<file path="config.mk">
export PLATFORM = sky130hd
export DESIGN_NAME = grm_front
export DESIGN_NICKNAME = d
export VERILOG_FILES = /design/src/sv/grm_pkg.sv /design/src/sv/grm_front.sv
export SDC_FILE = /design/constraint.sdc
export NUM_CORES = 1
export LEC_CHECK = 0
export BUFFER_PORTS_ARGS = -buffer_cell sky130_fd_sc_hd__buf_4
export CORE_ASPECT_RATIO = 0.6
export CORE_UTILIZATION = 33
export DETAILED_ROUTE_END_ITERATION = 12
export PLACE_DENSITY = 0.81
export RECOVER_POWER = 25
export SYNTH_ARGS = -nofsm -noshare
export SYNTH_HDL_FRONTEND = slang
export SYNTH_SLANG_ARGS = --single-unit
</file>
<file path="constraint.sdc">
create_clock -name vclk -period 1.9
set_clock_uncertainty 0.15 [all_clocks]
set_input_delay 0.095 -clock vclk [all_inputs]
set_output_delay 0.095 -clock vclk [all_outputs]
set_load 0.005 [all_outputs]
</file>
<file path="src/sv/grm_pkg.sv">
// grm_pkg: shared constants, types and helper functions of the grid ray marcher
// no dependencies; used by grm_front, grm_queue, grm_back, grid_ray_march and tb_top by scoped names
`default_nettype none

package grm_pkg;

   localparam int MAP_COLS  = 64;
   localparam int MAP_ROWS  = 32;
   localparam int MAP_CELLS = MAP_COLS * MAP_ROWS;
   localparam int MAX_DIST  = 4096;
   localparam int STEP_DIST = 16;
   localparam int STEP_SHIFT = 4;
   localparam int FRAC_W    = 8;

   localparam int COL_W   = 6;
   localparam int ROW_W   = 5;
   localparam int TILE_W  = 4;
   localparam int ORGX_W  = 14;
   localparam int ORGY_W  = 13;
   localparam int ANGLE_W = 5;
   localparam int ANGLES  = 32;
   localparam int DIST_W  = 13;
   localparam int CELL_W  = 8;
   localparam int POS_W   = CELL_W + FRAC_W;
   localparam int TRIG_W  = 10;
   localparam int STEP_W  = 6;
   localparam int ADDR_W  = $clog2(MAP_CELLS);

   localparam int STEPS_PER_RAY = MAX_DIST / STEP_DIST - 1;
   localparam int STEPCNT_W     = $clog2(MAX_DIST / STEP_DIST);

   localparam int QUEUE_DEPTH = 2;
   localparam int QPTR_W      = $clog2(QUEUE_DEPTH);
   localparam int QCNT_W      = $clog2(QUEUE_DEPTH + 1);

   localparam logic REQ_WRITE = 1'b0;
   localparam logic REQ_CAST  = 1'b1;

   localparam logic signed [TRIG_W-1:0] COS_TAB [ANGLES] = '{
      10'sd256, 10'sd251, 10'sd237, 10'sd213, 10'sd181, 10'sd142, 10'sd98, 10'sd50,
      10'sd0, -10'sd50, -10'sd98, -10'sd142, -10'sd181, -10'sd213, -10'sd237, -10'sd251,
      -10'sd256, -10'sd251, -10'sd237, -10'sd213, -10'sd181, -10'sd142, -10'sd98, -10'sd50,
      10'sd0, 10'sd50, 10'sd98, 10'sd142, 10'sd181, 10'sd213, 10'sd237, 10'sd251
   };

   typedef struct packed {
      logic                     is_cast;
      logic                     wr_ok;
      logic [ADDR_W-1:0]        wr_addr;
      logic [TILE_W-1:0]        tile;
      logic signed [POS_W-1:0]  pos_x;
      logic signed [POS_W-1:0]  pos_y;
      logic signed [STEP_W-1:0] dx;
      logic signed [STEP_W-1:0] dy;
      logic signed [CELL_W-1:0] org_cx;
      logic signed [CELL_W-1:0] org_cy;
   } grm_item_type;

   typedef struct packed {
      logic                     hit;
      logic [DIST_W-1:0]        distance;
      logic signed [CELL_W-1:0] hit_col;
      logic signed [CELL_W-1:0] hit_row;
      logic [COL_W-1:0]         prev_col;
      logic [ROW_W-1:0]         prev_row;
      logic [TILE_W-1:0]        hit_tile;
      logic                     vertical_side;
      logic                     outside_map;
   } grm_result_type;

   // floor of the table entry divided by the step scale
   function automatic logic signed [STEP_W-1:0] step_of(input logic [ANGLE_W-1:0] a);
      logic signed [TRIG_W-1:0] c;
      c = COS_TAB[a];
      return STEP_W'(c >>> STEP_SHIFT);
   endfunction

   function automatic logic in_map(input logic signed [CELL_W-1:0] cx,
                                   input logic signed [CELL_W-1:0] cy);
      return !cx[CELL_W-1] && !cy[CELL_W-1] &&
             (int'(cx) < MAP_COLS) && (int'(cy) < MAP_ROWS);
   endfunction

   function automatic logic [ADDR_W-1:0] cell_addr(input logic [COL_W-1:0] col,
                                                   input logic [ROW_W-1:0] row);
      return ADDR_W'(ADDR_W'(row) * ADDR_W'(MAP_COLS) + ADDR_W'(col));
   endfunction

endpackage

`default_nettype wire

</file>
<file path="src/sv/grm_front.sv">
// grm_front: classifies an incoming item and precomputes its march setup
// depends on grm_pkg
`default_nettype none

module grm_front (
   input  wire logic                        req_type,
   input  wire logic [grm_pkg::COL_W-1:0]   req_cell_x,
   input  wire logic [grm_pkg::ROW_W-1:0]   req_cell_y,
   input  wire logic [grm_pkg::TILE_W-1:0]  req_cell_tile,
   input  wire logic [grm_pkg::ORGX_W-1:0]  req_origin_x,
   input  wire logic [grm_pkg::ORGY_W-1:0]  req_origin_y,
   input  wire logic [grm_pkg::ANGLE_W-1:0] req_angle,
   output grm_pkg::grm_item_type            item
);

   logic [grm_pkg::ANGLE_W-1:0] angle_y;

   // sine is the cosine a quarter turn back
   assign angle_y = req_angle + grm_pkg::ANGLE_W'(3 * grm_pkg::ANGLES / 4);

   always_comb begin
      item.is_cast = (req_type == grm_pkg::REQ_CAST);
      item.wr_ok   = (int'(req_cell_x) < grm_pkg::MAP_COLS) &&
                     (int'(req_cell_y) < grm_pkg::MAP_ROWS);
      item.wr_addr = grm_pkg::cell_addr(req_cell_x, req_cell_y);
      item.tile    = req_cell_tile;
      item.pos_x   = {{(grm_pkg::POS_W - grm_pkg::ORGX_W){1'b0}}, req_origin_x};
      item.pos_y   = {{(grm_pkg::POS_W - grm_pkg::ORGY_W){1'b0}}, req_origin_y};
      item.dx      = grm_pkg::step_of(req_angle);
      item.dy      = grm_pkg::step_of(angle_y);
      item.org_cx  = item.pos_x[grm_pkg::POS_W-1:grm_pkg::FRAC_W];
      item.org_cy  = item.pos_y[grm_pkg::POS_W-1:grm_pkg::FRAC_W];
   end

endmodule

`default_nettype wire

</file>
Word-level counts from Yosys, hierarchy flattened
Memory sizes are Yosys's and may differ from the RTL's.
Cells that the tools add are included.
W data, S select, Z words.
{"block": "totals", "register_bits": 0, "rom_bits": 640, "inputBits": 48, "output_inout_bits": 77, "n_memories": 2}
{"block": "classes", "addsub": 2, "magnitude_cmp": 2, "n_mux": 4, "n_bitwise": 2}
{"name": "(name not given)", "words": 32, "word_bits": 10, "read_ports": 1, "rd_ports_with_merged_regs": 0, "write_ports": 0, "line": "grm_pkg.sv:74", "text": "c = COS_TAB[a];"}
{"name": "(name not given)", "words": 32, "word_bits": 10, "read_ports": 1, "rd_ports_with_merged_regs": 0, "write_ports": 0, "line": "grm_pkg.sv:74"}
{"op": "$mux W10", "n": 4}
{"op": "$ge A6 B6 Y1 const B", "n": 2}
{"op": "$not A5 Y6", "n": 2}
{"op": "$add A11 B6 Y11", "n": 1}
{"op": "$add A5 B5 Y5 const B", "n": 1}

Logic depth before layout (Yosys ltp)
{"block": "logic_depth", "word_depth": 5, "depth_mapped": 5}

Least setup slack after synthesis
OpenSTA, ideal clock, no wires.
{"block": "synth_timing", "path_type": "input to output", "from": "input req_angle[0] (netlist bit)", "to": "output item[16] (netlist bit)", "arrival_ns": 1.275, "setup_slack_ns": 0.380, "path_stages": 4, "path_buffers": 0, "cell_sequence": "inv_1 -> ha_1 -> mux2_1 -> mux4_2"}
{"element": "from (decl)", "line": "grm_front.sv:12", "text": "input wire logic [grm_pkg::ANGLE_W-1:0] req_angle,"}
{"element": "to (decl)", "line": "grm_front.sv:13", "text": "output grm_pkg::grm_item_type item"}

==> results <==
- The run finished with clean final reports.
- The maximum ir drop on the vdd rail is 0.06363 mV.
- The area of all sequential standard cells is 0 µm².
- The detailed-route vias per instance is 4.847.
- The area of the die is 3123 µm².
- The post-synthesis cell area is 955.9 µm².
- The first detailed-routing pass took 4 iterations.
- The required time at the worst-slack endpoint is 1.65 ns.
- The first-pass GRT wire length is 2442 µm.
- The via count of the first global-routing pass came to 481.
- The final layout contains 143 nets.
- After synthesis, the largest family of logic cells by area is buffers and inverters.
- The DRC violation total after the first TritonRoute iteration is 30.
- For this configuration, the core starts out at a cell density of 36.38%.
- The start point of the worst hold path is req_origin_y[1].
- Setup repair after global routing left no endpoint under its margin.
- On the critical path the largest part of the delay comes from multiplexers.
- The count of clock buffers in the final design is 0.
- The most frequent standard cell in the layout excluding fill and tap cells is sky130_fd_sc_hd__buf_4.
- For the finished layout, the period the worst path requires is 1.829 ns.
- The diode insertion count for antenna repair is 0.
- Summing the sequential cell areas from Yosys gives 0% of the chip area.
- The global placer's final weighted congestion is 0.9028.
- In the final routed layout, each cell accounts on average for 13.84 µm.
- In the final layout, the share of cells above drive strength 1 is 29.07%.
- The aggregate routed wire length is 1633 µm.
- The hold buffer count at cts is 0.
- The initialized floorplan defines 14 standard-cell rows.
- The number of max-cap violations is 0.
- The number of sequential storage elements is 0.
- Of the total synthesized cell area, the portion taken by AND, OR, NAND and NOR gates is 9.031%.
- The total of warnings raised by yosys is 0.
- For this run the aggregate overflow at the end of global routing stands at 0.
- The count of pins over their slew limit came to 0.
- Dividing total power by cell area gives a power density of 259.7 nW/µm².
- The source of the critical timing path is req_angle[0].
- The die is 71.48 µm wide.
- Walking the worst path, the cells encountered are buf_4 -> inv_2 -> ha_1 -> mux2_1 -> mux4_2 -> buf_4.
- The most used cell along the critical path is sky130_fd_sc_hd__buf_4.
- The post-synthesis mux area share is 10.60%.
- The buffers plus inverters on the worst setup path is 3.
- The worst hold-check slack is 0.04000 ns.
- In the layout the commonest cells are sky130_fd_sc_hd__buf_4 (18), sky130_fd_sc_hd__conb_1 (11), sky130_fd_sc_hd__ha_1 (7).
- The detail route stage leaves a number of antenna-violating nets equal to 0.
- The element type at the critical path end is a primary output.
- In this run the static leakage power is 0.0003338 µW.
- The initial antenna violation count is 0.
- From synthesis to final layout, the design area changed by -31.02%.
- The setup path with the least slack is of type in -> out.
- The number of failing setup endpoints in the final timing report is 0.
- The highest-delay cell along the critical path is sky130_fd_sc_hd__mux4_2.
- STA puts the critical path data arrival time at 1.58 ns.
- The setup total negative slack is 0 ns.
- The nature of the critical path startpoint is an input pin.
- Fill cells in the final layout number 289.
- The number of design rule violations left after detail routing is 0.
- The achievable clock frequency is 0.5467 GHz.
- The largest single stage delay on the critical path is 0.49 ns.
- The synthesized instance count is 127.
- After synthesis, the netlist uses 26 different library cells.
- In the finished design, the share of the clock period the worst path needs comes to 96.26%.
- Dividing the synthesized area by the synthesized cell count gives 7.527 µm².
- The height of the die is 43.69 µm.
- The synthesized netlist devotes 13.87% of its cell area to compound gates.
- The post-synthesis adder-cell area fraction is 9.162%.
- The area of the core region is 2628 µm².
- The pin count of the biggest net entering global routing is 16.
- The total of buffers placed on input and output ports is 17.
- The synthesized-area fraction occupied by xor and xnor cells is 0.9162%.
- Of all nets on the critical path, the largest fanout is 8.
- The number of top-level pins is 125.
- The sum of net half-perimeters after detailed placement is 1336 µm.
- The class of the worst hold path is in -> out.
- The aggregate global-route resource usage is 9.773%.
- Detailed routing inserted a total of 572 vias.
- The number of hold-slack violations in the final timing report was 0.
- Cells fill 25.10% of the core in the end.
## stage by stage
stage	instance area (µm²)	cells	total power, µW	setup slack (ns)
2_1_floorplan	989.7	136	203.0	0.3805
3_3_place_gp	659.4	118	165.8	0.1188
3_5_place_dp	659.4	118	169.1	0.04313
4_1_cts	659.4	118	169.5	0.03801
5_1_grt	659.4	118	185.7	0.03192
6_report	659.4	118	171.2	0.07097
## cell type report
type,instances,area (µm²),share of cell area (%)
inverters,7,26.28,3.985
repair buffers,18,135.1,20.49
well taps,32,40.04,6.072
multi-input cells,61,457.9,69.45
## synthesized netlist by cell type (all sizes together), types with 2 or more instances
cell type | count | share of area (%)
buf | 68 | 53
ha | 7 | 9.2
inv | 7 | 2.7
o21ai | 7 | 3.7
a21oi | 5 | 2.6
nand2 | 5 | 2.0
nand2b | 5 | 3.3
mux4 | 4 | 9.4
a211o | 2 | 1.8
conb | 2 | 0.79
nor2 | 2 | 0.79
## cell families after synthesis
| family | after synthesis |
|---|---|
| xor+xnor | 1 |
| fa+ha+maj | 7 |
| compound gates | 21 |
| other cells | 2 |
| buf+inv | 75 |
| mux | 5 |
| simple gates | 16 |
## where the power goes
part           switching (µW)  internal (µW)  leakage (µW)
Clock                       0              0             0
Combinational            83.9           87.3      0.000334
Sequential                  0              0             0
## routing by layer
metal	share of wire [%]	vias to the layer above	track usage [%]	routed length [µm]
li1	-	260	-	-
met1	43	264	14.75	699
met2	46	48	12.57	749
met3	11	0	4.419	183
met4	0	0	1.569	0
met5	0	-	0	0
## final timing paths
check / to / slack [ns] / depth (start not counted)
min: item[29] / 0.04 / 0
max: item[22] / 0.07 / 6
## what timing repair did
action,CTS,global route
setup endpoints to repair,0,2
gates resized for setup,0,2
buffers inserted,0,0
Note: power is estimated with default switching activity, not from simulation.
