## config.mk

```make
export PLATFORM = sky130hd
export DESIGN_NAME = grm_queue
export DESIGN_NICKNAME = d
export VERILOG_FILES = /design/src/sv/grm_pkg.sv /design/src/sv/grm_queue.sv
export SDC_FILE = /design/constraint.sdc
export NUM_CORES = 1
export LEC_CHECK = 0
export BUFFER_PORTS_ARGS = -buffer_cell sky130_fd_sc_hd__buf_4
export CAP_MARGIN = 5
export CELL_PAD_IN_SITES_DETAIL_PLACEMENT = 1
export CELL_PAD_IN_SITES_GLOBAL_PLACEMENT = 2
export CORE_UTILIZATION = 38
export DETAILED_ROUTE_END_ITERATION = 7
export HOLD_SLACK_MARGIN = 0.15
export PLACE_DENSITY_LB_ADDON = 0.1
export SETUP_SLACK_MARGIN = 0.4
export SLEW_MARGIN = 20
export SYNTH_ARGS = -nofsm -noshare
export SYNTH_HDL_FRONTEND = slang
export SYNTH_SLANG_ARGS = --single-unit
```

## constraint.sdc

```tcl
create_clock -name clock -period 3.4 [get_ports clock]
set_input_delay 0 -clock clock [delete_from_list [all_inputs] [get_ports clock]]
set_output_delay 0 -clock clock [all_outputs]
set_load 0.02 [all_outputs]
```

## src/sv/grm_pkg.sv

```systemverilog
// grm_pkg: shared constants, types and helper functions of the grid ray marcher
// no dependencies; used by grm_front, grm_queue, grm_back, grid_ray_march and tb_top by scoped names
`default_nettype none

package grm_pkg;

   localparam int MAP_COLS  = 64;
   localparam int MAP_ROWS  = 32;
   localparam int MAP_CELLS = MAP_COLS * MAP_ROWS;
   localparam int MAX_DIST  = 4096;
   localparam int STEP_DIST = 16;
   localparam int STEP_SHIFT = 4;
   localparam int FRAC_W    = 8;

   localparam int COL_W   = 6;
   localparam int ROW_W   = 5;
   localparam int TILE_W  = 4;
   localparam int ORGX_W  = 14;
   localparam int ORGY_W  = 13;
   localparam int ANGLE_W = 5;
   localparam int ANGLES  = 32;
   localparam int DIST_W  = 13;
   localparam int CELL_W  = 8;
   localparam int POS_W   = CELL_W + FRAC_W;
   localparam int TRIG_W  = 10;
   localparam int STEP_W  = 6;
   localparam int ADDR_W  = $clog2(MAP_CELLS);

   localparam int STEPS_PER_RAY = MAX_DIST / STEP_DIST - 1;
   localparam int STEPCNT_W     = $clog2(MAX_DIST / STEP_DIST);

   localparam int QUEUE_DEPTH = 2;
   localparam int QPTR_W      = $clog2(QUEUE_DEPTH);
   localparam int QCNT_W      = $clog2(QUEUE_DEPTH + 1);

   localparam logic REQ_WRITE = 1'b0;
   localparam logic REQ_CAST  = 1'b1;

   localparam logic signed [TRIG_W-1:0] COS_TAB [ANGLES] = '{
      10'sd256, 10'sd251, 10'sd237, 10'sd213, 10'sd181, 10'sd142, 10'sd98, 10'sd50,
      10'sd0, -10'sd50, -10'sd98, -10'sd142, -10'sd181, -10'sd213, -10'sd237, -10'sd251,
      -10'sd256, -10'sd251, -10'sd237, -10'sd213, -10'sd181, -10'sd142, -10'sd98, -10'sd50,
      10'sd0, 10'sd50, 10'sd98, 10'sd142, 10'sd181, 10'sd213, 10'sd237, 10'sd251
   };

   typedef struct packed {
      logic                     is_cast;
      logic                     wr_ok;
      logic [ADDR_W-1:0]        wr_addr;
      logic [TILE_W-1:0]        tile;
      logic signed [POS_W-1:0]  pos_x;
      logic signed [POS_W-1:0]  pos_y;
      logic signed [STEP_W-1:0] dx;
      logic signed [STEP_W-1:0] dy;
      logic signed [CELL_W-1:0] org_cx;
      logic signed [CELL_W-1:0] org_cy;
   } grm_item_type;

   typedef struct packed {
      logic                     hit;
      logic [DIST_W-1:0]        distance;
      logic signed [CELL_W-1:0] hit_col;
      logic signed [CELL_W-1:0] hit_row;
      logic [COL_W-1:0]         prev_col;
      logic [ROW_W-1:0]         prev_row;
      logic [TILE_W-1:0]        hit_tile;
      logic                     vertical_side;
      logic                     outside_map;
   } grm_result_type;

   // floor of the table entry divided by the step scale
   function automatic logic signed [STEP_W-1:0] step_of(input logic [ANGLE_W-1:0] a);
      logic signed [TRIG_W-1:0] c;
      c = COS_TAB[a];
      return STEP_W'(c >>> STEP_SHIFT);
   endfunction

   function automatic logic in_map(input logic signed [CELL_W-1:0] cx,
                                   input logic signed [CELL_W-1:0] cy);
      return !cx[CELL_W-1] && !cy[CELL_W-1] &&
             (int'(cx) < MAP_COLS) && (int'(cy) < MAP_ROWS);
   endfunction

   function automatic logic [ADDR_W-1:0] cell_addr(input logic [COL_W-1:0] col,
                                                   input logic [ROW_W-1:0] row);
      return ADDR_W'(ADDR_W'(row) * ADDR_W'(MAP_COLS) + ADDR_W'(col));
   endfunction

endpackage

`default_nettype wire

```

## src/sv/grm_queue.sv

```systemverilog
// grm_queue: short register queue of classified items between front and back
// depends on grm_pkg
`default_nettype none

module grm_queue (
   input  wire logic                  clock,
   input  wire logic                  reset,
   input  wire logic                  push,
   input  grm_pkg::grm_item_type      push_item,
   input  wire logic                  pop,
   output logic                       full,
   output logic                       empty,
   output grm_pkg::grm_item_type      head
);

   grm_pkg::grm_item_type              slot_ff [grm_pkg::QUEUE_DEPTH];
   logic [grm_pkg::QPTR_W-1:0]         wr_ptr_ff;
   logic [grm_pkg::QPTR_W-1:0]         rd_ptr_ff;
   logic [grm_pkg::QCNT_W-1:0]         count_ff;
   logic                               do_push;
   logic                               do_pop;

   assign full    = (count_ff == grm_pkg::QCNT_W'(grm_pkg::QUEUE_DEPTH));
   assign empty   = (count_ff == '0);
   assign head    = slot_ff[rd_ptr_ff];
   assign do_push = push && !full;
   assign do_pop  = pop && !empty;

   always_ff @(posedge clock) begin
      if (do_push) begin
         slot_ff[wr_ptr_ff] <= push_item;
      end
   end

   always_ff @(posedge clock) begin
      if (reset) begin
         wr_ptr_ff <= '0;
         rd_ptr_ff <= '0;
         count_ff  <= '0;
      end else begin
         if (do_push) begin
            wr_ptr_ff <= wr_ptr_ff + 1'b1;
         end
         if (do_pop) begin
            rd_ptr_ff <= rd_ptr_ff + 1'b1;
         end
         if (do_push && !do_pop) begin
            count_ff <= count_ff + 1'b1;
         end else if (do_pop && !do_push) begin
            count_ff <= count_ff - 1'b1;
         end
      end
   end

endmodule

`default_nettype wire

```

## After elaboration in Yosys (flattened, before gate mapping)

Memory sizes are Yosys's and may differ from the RTL's. A register that Yosys moved wholly into a read port is not among the register bits.
Index checks and enable logic that the tools add are counted.

- Add/sub/neg operators: 4
- Equality and inequality tests: 1
- Multiplexer cells: 6
- Reduce and logical (&&, ||, !) cells: 10

Operators by type and width:

| kind | number |
|---|---|
| 1-bit logical AND | 4 |
| 1-bit logical NOT | 4 |
| 1-bit two-way mux | 4 |
| 2-bit two-way mux | 2 |
| 1-bit adder, second input constant | 2 |
| 2-bit by 1-bit adder with 2-bit output, second input constant | 1 |
| 2-bit == test, second input constant | 1 |
| 2-bit logical NOT | 1 |
| 2-bit nonzero test | 1 |
| 2-bit by 1-bit subtractor with 2-bit output, second input constant | 1 |

- Register bits after elaboration: 4
- Bits in writable memories: 154
- Input bits: 81
- Output and inout port bits: 79
- Logic and storage cells: 25
- Memories: 1

Memory list:

| memory | depth | width | rd ports | clocked after Yosys merged registers in | write ports | RTL line | RTL |
|---|---|---|---|---|---|---|---|
| slot_ff | 2 | 77 | 1 | 1 | 1 | grm_queue.sv:16 | `grm_pkg::grm_item_type slot_ff [grm_pkg::QUEUE_DEPTH];` |

## Longest topological paths before layout

Gate-level depths: netlist (run 1).

- Word-level depth: 7
- Depth in mapped cells: 6

## Worst setup path after synthesis (run 1)

Ideal clock, no wire load.

- Kind: register to register
- Start: register count_ff[1] (netlist name)
- End: memory slot_ff[1][0] (netlist name) (enable)
- Setup time: 0.444 ns
- Data arrival time: 2.466 ns
- Required time: 2.956 ns
- Setup slack: 0.490 ns
- Cell stages (with the launch flop): 4
- Path buffers: 0
- Period minus slack after synthesis: 2.910 ns
- Cells stage by stage: dfxtp_1 nor2b_2 nor2_1 and2_1

- Cells in the longest elaborated chain, start to end: 5

RTL lines:

| what | RTL line | RTL |
|---|---|---|
| start, declared | grm_queue.sv:19 | `logic [grm_pkg::QCNT_W-1:0] count_ff;` |
| start signal, assigned | grm_queue.sv:48 | `count_ff <= count_ff + 1'b1;` |
| start signal, assigned | grm_queue.sv:50 | `count_ff <= count_ff - 1'b1;` |
| 2-bit == test | grm_queue.sv:23 | `assign full = (count_ff == grm_pkg::QCNT_W'(grm_pkg::QUEUE_DEPTH));` |
| via full | grm_queue.sv:11 | `output logic full,` |
| 1-bit logical NOT | grm_queue.sv:26 | `assign do_push = push && !full;` |
| 1-bit logical AND | grm_queue.sv:26 |  |
| via do_push | grm_queue.sv:20 | `logic do_push;` |
| 1-bit two-way mux | grm_queue.sv:30 | `if (do_push) begin` |
| 1-bit two-way mux (not written as such) | grm_queue.sv:31 | `slot_ff[wr_ptr_ff] <= push_item;` |
| end, declared | grm_queue.sv:16 |  |

The timed path passes the listed nets, and every way through them passes these cells.

==> impl_results.md, run 1 <==
- # setup viols final: 0
- Sequential element share of the synthesized area: 80.2%
- Post-synthesis simple-gate area fraction: less than 1%
- Antenna Diode Count: 0
- Vias in the first global route: 3,533
- Worst EP required: 3.40 ns
- Post-synthesis mux area share: 16.6%
- Global-route wire length before repair: around 18 mm
- Post-CTS Resized: 0
- Worst vdd ir: 0.000390 V
- Pwr Density: ~730 nW/um^2
- Mapped Cells: 265
- Starting Density: 38.9%
- Global route overflow: 0
- Switch Pwr: 1.76 mW
- CTS tree: built
- Iter 0 DRT Violations: 119
- Post-Syn Area: 5890 um^2
- Rows: 45
- Die X: about 130 um
- Largest family of logic cells by synthesized area: multiplexers
- Slew HR: 52.8%
- GRT Total Usage: 15.4%
- IO buf count: 159
- Setup TNS: 0 ns
- Crit. End Element: primary output
- Routed Antenna Nets: 0
- Critical Path Fanout Max: 41
- Fin nets: 600
- Combinational Power Share: 29.4%
- Flop pwr share: 40.9%
- CTS Sinks: around 160
- Commonest non-fill, non-tap cell in the layout: buf_4
- Final Wtd Congestion: 0.696
- Period utilization: 62.6%
- TritonCTS buffer count: 17
- RSZ-0062 raised after global routing: no
- Skew-Pair Late Insertion Delay: 0.41 ns
- P&R area growth vs syn: 48.0%
- Routed vias/inst: roughly 4.6
- Final hold violation count: 0
- Clock Skew: 0.00947 ns
- Commonest non-fill, non-tap cells in the layout: buf_4, edfxtp_1, dlygate4sd3_1
- Slew Viols, Final: 0
- Slack of the critical path: 1.27 ns
- Root buf cell: clkbuf_16
- Worst Tran Pin Value: roughly 0.71 ns
- Lkg Pwr: 3.34 nW
- Mapped Avg Cell Area: ~22 um^2
- Via count: 3,304
- YS warnings: 0
- Status: completed
- CP Launch Type: register
- DP HPWL: 7.03 mm
- Die height: 127 um
- Post-Place Setup Slack: 1.26 ns
- Core Footprint: 15,100 um^2
- Net Sw Frac: 27.6%
- H-tree levels: 4
- Setup CP Type: register to primary output
- DRT Wirelength: between 10 and 15 mm
- Final min period: 2.13 ns
- Fmax: between 400 and 500 MHz
- Initial antenna violation count: 0
- P_int: 4.62 mW
- Largest net degree at the start of global routing: 78
- Critical path arrival: ~2.1 ns
- Post-CTS Setup Repair Bufs: 0
- DRC Markers: 0
- Synthesized net count: approximately 350
- CTS max path bufs: 2
- Num ports: 160
- Synth Area in Compound Gates: less than 1%
- Max-cap violations: 0
- Distinct cells, synth: 16
- Clock share of power: 29.7%
- Worst hold path class: input port to register
- TritonRoute pass-1 iters: 4
- Post-Synth Adder-Cell Area: less than 1%
- Number of synthesized register bits: 159
- DIE AREA: roughly 16,000 um^2
- Layout cells sized above 1: about half
- Xor/xnor share of the synthesized area: less than 1%
- Routed WL per cell: 16.4 um
- Worst-path clk slew: 0.06 ns
what timing repair did:
action,in CTS,in global routing
endpoints found under the setup margin,0,0
endpoints found under the hold margin,159,0
hold buffers,81,0
synthesized netlist by cell type:
library cell	instances	area share, %
inv_1	2	0.13
or3_1	2	0.21
buf_2	4	0.34
mux2_4	30	7.6
edfxtp_1	154	78
mux2_2	47	9.0
and2_1	1	0.11
ha_1	1	0.21
a21oi_1	2	0.17
nor2_1	5	0.32
clkbuf_2	1	0.085
buf_6	4	0.76
nor2b_2	1	0.15
xor2_1	3	0.45
dfxtp_1	5	1.7
o21ai_0	3	0.25
routing by layer:
metal  wire (um)  track usage (%)  part of all wire [%]
met3         728             5.36                   6.2
met1        4790             16.9                    41
met4         203             7.23                   1.7
met2        6030             26.7                    51
met5           0                0                     0
path summary, 6_finish.rpt:
| check | start | endpoint | slack (ns) | depth (start not counted) |
|---|---|---|---|---|
| hold reg to reg | wr_ptr_ff | wr_ptr_ff | 0.51 | 2 |
| setup reg to reg | count_ff[1] | slot_ff[0][74] | 1.29 | 4 |
| setup / recovery | register | head[65] | 1.27 | 3 |
| hold / removal | push_item[65] | slot_ff[0][65] | 0.31 | 2 |
metrics by stage:
step	util, %	std cells	power, mW	hold slack (ns)	area (um^2)
2_1_floorplan	-	265	3.76	0.0691	5890
3_3_place_gp	48.2	605	4.44	0.186	7300
3_5_place_dp	48.2	605	4.47	0.188	7300
4_1_cts	57.4	717	6.46	0.284	8690
5_1_grt	57.6	718	6.66	0.300	8720
6_report	57.6	718	6.38	0.307	8720
registers in the layout, indices dropped and copies added (netlist names), named ones only:
register and flops:
slot_ff 154, count_ff 2, rd_ptr_ff 1, wr_ptr_ff 1
logic make-up after synthesis:
kind of cell | Yosys count
DFF | 159
AOI/OAI and AO/OA | 5
and+or+nand+nor | 9
xor gates and xnor gates | 3
buffers and inverters | 11
adders and majority gates | 1
muxes | 77
power by group through the flow:
stage	Clock, mW	Sequential [mW]	Combinational [mW]
2_1_floorplan	0	2.57	1.19
3_3_place_gp	0	2.64	1.80
3_5_place_dp	0	2.66	1.81
4_1_cts	1.94	2.62	1.90
5_1_grt	2.02	2.65	1.99
6_report	1.89	2.61	1.87
final cells by class:
class,instances,area [um^2]
Clock buffer,21,440
Tap cell,188,235
Inverter,2,8.76
Timing Repair Buffer,243,2070
Fill cell,1367,6420
Clock inverter,10,144
Sequential cell,159,4730
Multi-Input combinational cell,95,1090
worst max-delay path: stages (launching register included):
cell     delay (ns)
dfxtp_4        0.75
buf_12         0.34
mux2_2         0.38
buf_4          0.16
No activity file was read; power rests on OpenSTA's default activity.
==> inputs of run 2 (changes only) <==
CORE_UTILIZATION = 34   (was 38)
clock period = 1.7 ns   (was 3.4 ns; I/O delays follow)
==> run 2 against run 1 <==
  * Cell area is 22% higher
  * Via count is 9.5% higher
  * Sequential power increased by 95%
  * Critical path depth up 3
  * Combinational power rose to 3.6 times the previous value
  * Critical path type is now register to register
==> impl_results.md, run 2 (synthesis results as in run 1) <==
- IO buf count: 159 (unchanged)
- Root buf cell: clkbuf_16
- Via count: 3,618 (+9.5%)
- Crit-path cells: nor2b_4 > or3_4 > clkinvlp_4 > buf_6 > buf_12 > clkbuf_16
- Setup TNS: 0 ns (unchanged)
- Routed vias/inst: 4.44 (-3.5%)
- Starting Density: 35.2% (-3.7 points)
- DRT Wirelength: 16.2 mm (+38%)
- Critical Path Fanout Max: 7 (-83%)
- Largest register FFs: 154 (unchanged)
- Hold path endpoint: count_ff[1]
- Hold path start: push
- Flop2flop setup slack: 0.08 ns (-1.21 ns)
- Slowest stage delay, CP: 0.35 ns (-0.40 ns)
- DRC Markers: 0 (unchanged)
- TritonCTS buffer count: 17 (unchanged)
- Worst vdd ir: 0.000785 V (+100%)
- GR Util met3: 4.57% (-0.79 points)
- Num ports: 160 (unchanged)
- Core Footprint: 16,800 um^2 (+11%)
- Slew HR: 83.6% (+31 points)
- Critical-path top delay cell: or3_4
- CTS Sinks: 159 (unchanged)
- Slew Viols, Final: 0 (unchanged)
- Critical path's top delay family: buffers and inverters
- Pwr Density: 1470 nW/um^2 (+100%)
- CP Launch Type: register
- Commonest non-fill, non-tap cells in the layout: edfxtp_1, buf_6, buf_4
- Max-cap violations: 0 (unchanged)
- Post-Place Setup Slack: 0.113 ns (-1.15 ns)
- Lkg Pwr: 4.20 nW (+26%)
- Worst Tran Pin Value: 0.244 ns (-0.463 ns)
- Slack of the critical path: 0.0834 ns (-1.19 ns)
- Iter 0 DRT Violations: 98 (-18%)
- Fin nets: 665 (+11%)
- Biggest registers after layout: slot_ff x154, count_ff x2
- Period utilization: between 90 and 100%
- Skew-Pair Late Insertion Delay: 0.42 ns (about the same)
- Die X: 134 um (+5.6%)
- Die height: 134 um (+5.6%)
- TritonRoute pass-1 iters: 4 (unchanged)
- Worst hold slack: 0.289 ns (-0.0182 ns)
- # setup viols final: 0 (unchanged)
- RSZ-0062 raised after global routing: yes
- Global-route wire length before repair: 21.6 mm (+20%)
- Worst hold path class: input port to register
- Worst setup startpoint: count_ff[1]
- CTS max path bufs: 2 (unchanged)
- Commonest non-fill, non-tap cell in the layout: edfxtp_1
- Top reg by flops: slot_ff
- R2R cell count: 6 (+2)
- CTS tree: built
- H-tree levels: 4 (unchanged)
- Antenna Diode Count: 0 (unchanged)
- P&R area growth vs syn: 79.9%
- GR Util met2: 30.4% (+3.7 points)
- Worst-path clk slew: 0.06 ns (about the same)
- Reg2reg end: slot_ff[0][54]
- Final Wtd Congestion: 0.683 (-1.8%)
- Worst EP required: 1.83 ns (-1.57 ns)
- Global route overflow: 0 (unchanged)
- Clock Skew: 0.00535 ns (-0.00412 ns)
- Layout cells sized above 1: 58.2% (+8.2 points)
- Final hold violation count: 0 (unchanged)
- Hold path depth: 7 (+5)
- DIE AREA: 17,900 um^2 (+12%)
- Initial antenna violation count: 0 (unchanged)
- GRT Total Usage: 16.8% (+1.4 points)
- Final min period: 1.62 ns
- Worst r2r src: count_ff[1]
- Crit. End Element: register
- GR Util met1: 18.6% (+1.7 points)
- Fmax: 619 MHz
- Vias in the first global route: 3,874 (+9.7%)
- Largest net degree at the start of global routing: 23 (-71%)
- Routed WL per cell: 19.9 um (+22%)
- DP HPWL: 7.68 mm (+9.2%)
- Rows: 47 (+4.4%)
- CP bufs+invs: 4 (+2)
- Critical path arrival: 1.75 ns (-0.38 ns)
- Status: completed
- Setup CP Type: register to register
- Routed Antenna Nets: 0 (unchanged)
- GR peak layer: met2
- Fill cell count: 1,440 (+5.3%)
==> run 2: changes by cell type in the layout (fill, tap and decap cells not counted), moves of 9 or more <==
cell,previous run,this run
buf_6,0,94
buf_4,159,85
mux2_2,47,3
mux2_4,30,74
buf_16,1,20
clkbuf_16,17,31
buf_12,2,11
==> run 2: power breakdown <==
part           switching (mW)  internal (mW)  total (mW)
logic                    2.77           3.91        6.68
clock network            1.49           2.27        3.76
registers               0.162           4.94        5.10
==> run 2: worst register-to-register path: cells and delay by family, from the launching register on <==
kind,cells,cell delay (ns)
buffers and inverters,4,0.53
and+or+nand+nor,2,0.48
DFF,1,0.32
==> run 2: worst max path at each step <==
stage / to / slack (ns) / cells after the start
2_1_floorplan: slot_ff[0][0] / -0.52 / 3
3_3_place_gp: slot_ff[0][53] / 0.13 / 4
3_5_place_dp: slot_ff[0][49] / 0.11 / 4
4_1_cts: head[3] / 0.07 / 4
5_1_grt: count_ff[1] / 0.04 / 8
6_report: slot_ff[0][54] / 0.08 / 6
==> run 2: layout make-up <==
| cell class | count | area [um^2] | area share, % |
|---|---|---|---|
| Sequential cell | 159 | 4730 | 44.6 |
| Clock inverter | 14 | 150 | 1.42 |
| Clock buffer | 17 | 425 | 4.01 |
| Multi-Input combinational cell | 95 | 1310 | 12.4 |
| Inverter | 2 | 11.3 | 0.106 |
| Tap cell | 220 | 275 | 2.60 |
| Timing Repair Buffer | 308 | 3700 | 34.9 |
==> run 2: repair_timing <==
item	in CTS	in global routing
hold buffers	80	0
buffers inserted	27	2
gates resized for setup	55	116
setup endpoints to repair	233	234
pin swaps	6	3
cloned	18	16
endpoints found under the hold margin	159	0
==> run 2: metal layers <==
layer,vias to the layer above,wire (um)
met5,-,0
met4,0,167
met3,13,648
met2,103,8910
met1,1812,6480
li1,1690,-
==> run 2: stage by stage <==
step	utilization (%)	total power, mW	cell area (um^2)	std cells
detailed placement	44.4	9.09	7430	641
floorplan	-	7.53	5910	265
global route	63.3	16.1	10600	815
global placement	44.4	9.03	7430	641
finish	63.3	15.5	10600	815
CTS	58.3	14.4	9770	797
==> inputs of run 3 (changes only) <==
BUFFER_PORTS_ARGS = unset   (was -buffer_cell sky130_fd_sc_hd__buf_4)
CORE_UTILIZATION = 41   (was 34)
DONT_BUFFER_PORTS = 1   (was unset)
==> run 3 against run 2 <==
  * Count of clock-buffer cells in the layout is 2 higher
  * Hold slack got worse by 0.055 ns
  * Fmax rose by 3.2%
  * Clock power down 1%
  * Sequential power barely moved
  * Non-clock buffer count shrank 168
  * Clock skew is 0.0011 ns higher
  * Sequential cell count unchanged
  * Utilization shrank 0.19 points
  * Combinational power down 28%
  * Setup slack gained 0.049 ns
  * Highest routed layer unchanged
==> impl_results.md, run 3 (synthesis results as in run 1) <==
- Final Wtd Congestion: 0.682 (-0.18%)
- Worst-path clk slew: 0.06 ns (about the same)
- Setup CP Type: register to register
- Routed Antenna Nets: 0 (unchanged)
- Worst Tran Pin Value: 0.418 ns (+0.175 ns)
- Iter 0 DRT Violations: 119 (+21%)
- Final hold violation count: 0 (unchanged)
- Commonest non-fill, non-tap cell in the layout: edfxtp_1
- Crit. End Element: register
- Placed insts: 452 (-29%)
- Rows: 43 (-8.5%)
- Clock Skew: 0.00641 ns (+0.00106 ns)
- Antenna Diode Count: 0 (unchanged)
- Slew Viols, Final: 0 (unchanged)
- Worst hold path class: input port to register
- DRC Markers: 0 (unchanged)
- CTS tree: built
- Largest net degree at the start of global routing: 20 (-13%)
- Global route overflow: 0 (unchanged)
- Vias in the first global route: 3,199 (-17%)
- # setup viols final: 0 (unchanged)
- Root buf cell: clkbuf_16
- CP Launch Type: register
- Num ports: 160 (unchanged)
- Initial antenna violation count: 0 (unchanged)
- DP HPWL: 6.80 mm (-11%)
- CTS max path bufs: 2 (unchanged)
- Period utilization: 92.2% (-2.9 points)
- Critical Path Fanout Max: 12 (+5)
- Setup TNS: 0 ns (unchanged)
- Slew HR: 72.0% (-12 points)
- Top reg by flops: slot_ff
- Max-cap violations: 0 (unchanged)
- Die height: 122 um (-8.8%)
- Skew-Pair Late Insertion Delay: 0.42 ns (about the same)
- Pwr Density: 1550 nW/um^2 (+6.0%)
- Fin nets: 497 (-25%)
- Global-route wire length before repair: 17.7 mm (-18%)
- Routed vias/inst: 4.84 (+9.0%)
- IO buf count: 0 (-100%)
- Fill cell count: 1,166 (-19%)
- Final min period: 1.57 ns (-0.0494 ns)
- Lkg Pwr: 3.22 nW (-23%)
- Layout cells sized above 1: 40.0% (-18 points)
- P&R area growth vs syn: 49.2%
- Commonest non-fill, non-tap cells in the layout: edfxtp_1, dlygate4sd3_1, mux2_4
- Status: completed
- Core Footprint: 13,900 um^2 (-17%)
- Worst vdd ir: 0.000907 V (+16%)
- RSZ-0062 raised after global routing: yes
- Critical path arrival: 1.69 ns (-0.06 ns)
- H-tree levels: 4 (unchanged)
- GRT Total Usage: 17.0% (+0.13 points)
- Via count: 2,943 (-19%)
- CTS Sinks: 159 (unchanged)
- Worst EP required: 1.83 ns (about the same)
- Post-route insts no fill: 608 (-25%)
- Die X: 122 um (-8.8%)
- TritonCTS buffer count: 17 (unchanged)
- DRT Wirelength: 13.4 mm (-18%)
- Worst hold slack: 0.234 ns (-0.0554 ns)
- Largest register FFs: 154 (unchanged)
- Fmax: 638 MHz (+3.2%)
- TritonRoute pass-1 iters: 4 (unchanged)
- Biggest registers after layout: slot_ff x154, count_ff x2
- Routed WL per cell: 22.0 um (+11%)
- DIE AREA: 14,900 um^2 (-17%)
- Starting Density: 42.3% (+7.1 points)
-- run 3: cell types whose count changed in the layout (fill, tap and decap cells not counted), sizes merged --
cell	previous run	this run
buf	213	50
bufbuf	1	0
clkbuf	31	29
clkinv	8	7
-- run 3: area by class of cell --
type | instances | area [um^2] | area share, %
Clock buffer | 19 | 433 | 4.93
Multi-Input combinational cell | 95 | 1290 | 14.6
Sequential cell | 159 | 4730 | 53.9
Inverter | 2 | 11.3 | 0.128
Timing Repair Buffer | 140 | 1950 | 22.2
Tap cell | 180 | 225 | 2.56
Clock inverter | 13 | 146 | 1.67
-- run 3: final timing paths --
kind	start	to	slack, ns	depth (start not counted)
worst max-delay path	count_ff[1]	slot_ff[0][44]	0.13	5
worst min-delay path	push_item[21]	slot_ff[0][21]	0.23	1
worst max register to register	count_ff[1]	slot_ff[0][44]	0.13	5
worst min register to register	wr_ptr_ff	wr_ptr_ff	0.51	2
-- run 3: what timing repair did --
item                                   CTS  global route
buffers inserted                        19             4
gates cloned                             9            12
setup endpoints to repair              233           233
gates resized for setup                 77            15
pin swaps                                1             1
hold buffers                            80             0
endpoints found under the hold margin  159             0
-- run 3: metal layers --
metal | GRT usage [%] | up-vias | part of all wire, %
li1 | - | 1351 | -
met1 | 18.1 | 1471 | 37
met2 | 29.0 | 108 | 54
met3 | 7.87 | 13 | 8.3
met4 | 6.56 | 0 | 1.1
met5 | 0 | - | 0
-- run 3: stage by stage --
step / setup slack (ns) / total power [mW] / utilization (%) / area [um^2]
2_1_floorplan: -0.517 / 7.53 / - / 5910
3_3_place_gp: 0.0637 / 8.15 / 45.1 / 6290
3_5_place_dp: 0.0510 / 8.18 / 45.1 / 6290
4_1_cts: 0.135 / 13.3 / 60.3 / 8410
5_1_grt: 0.0933 / 14.1 / 63.1 / 8790
6_report: 0.133 / 13.6 / 63.1 / 8790
-- run 3: power breakdown --
group          total [mW]  internal [mW]  switching, mW
Sequential           5.10           4.94          0.165
Clock                3.72           2.28           1.44
Combinational        4.83           2.53           2.29
-- run 3: worst max-delay path, cell delays in order, from the launching register on --
cell and delay, ns:
dfxtp_2 0.33, nor2b_4 0.12, or3_4 0.38, clkinvlp_4 0.10
buf_12 0.17, buf_16 0.16
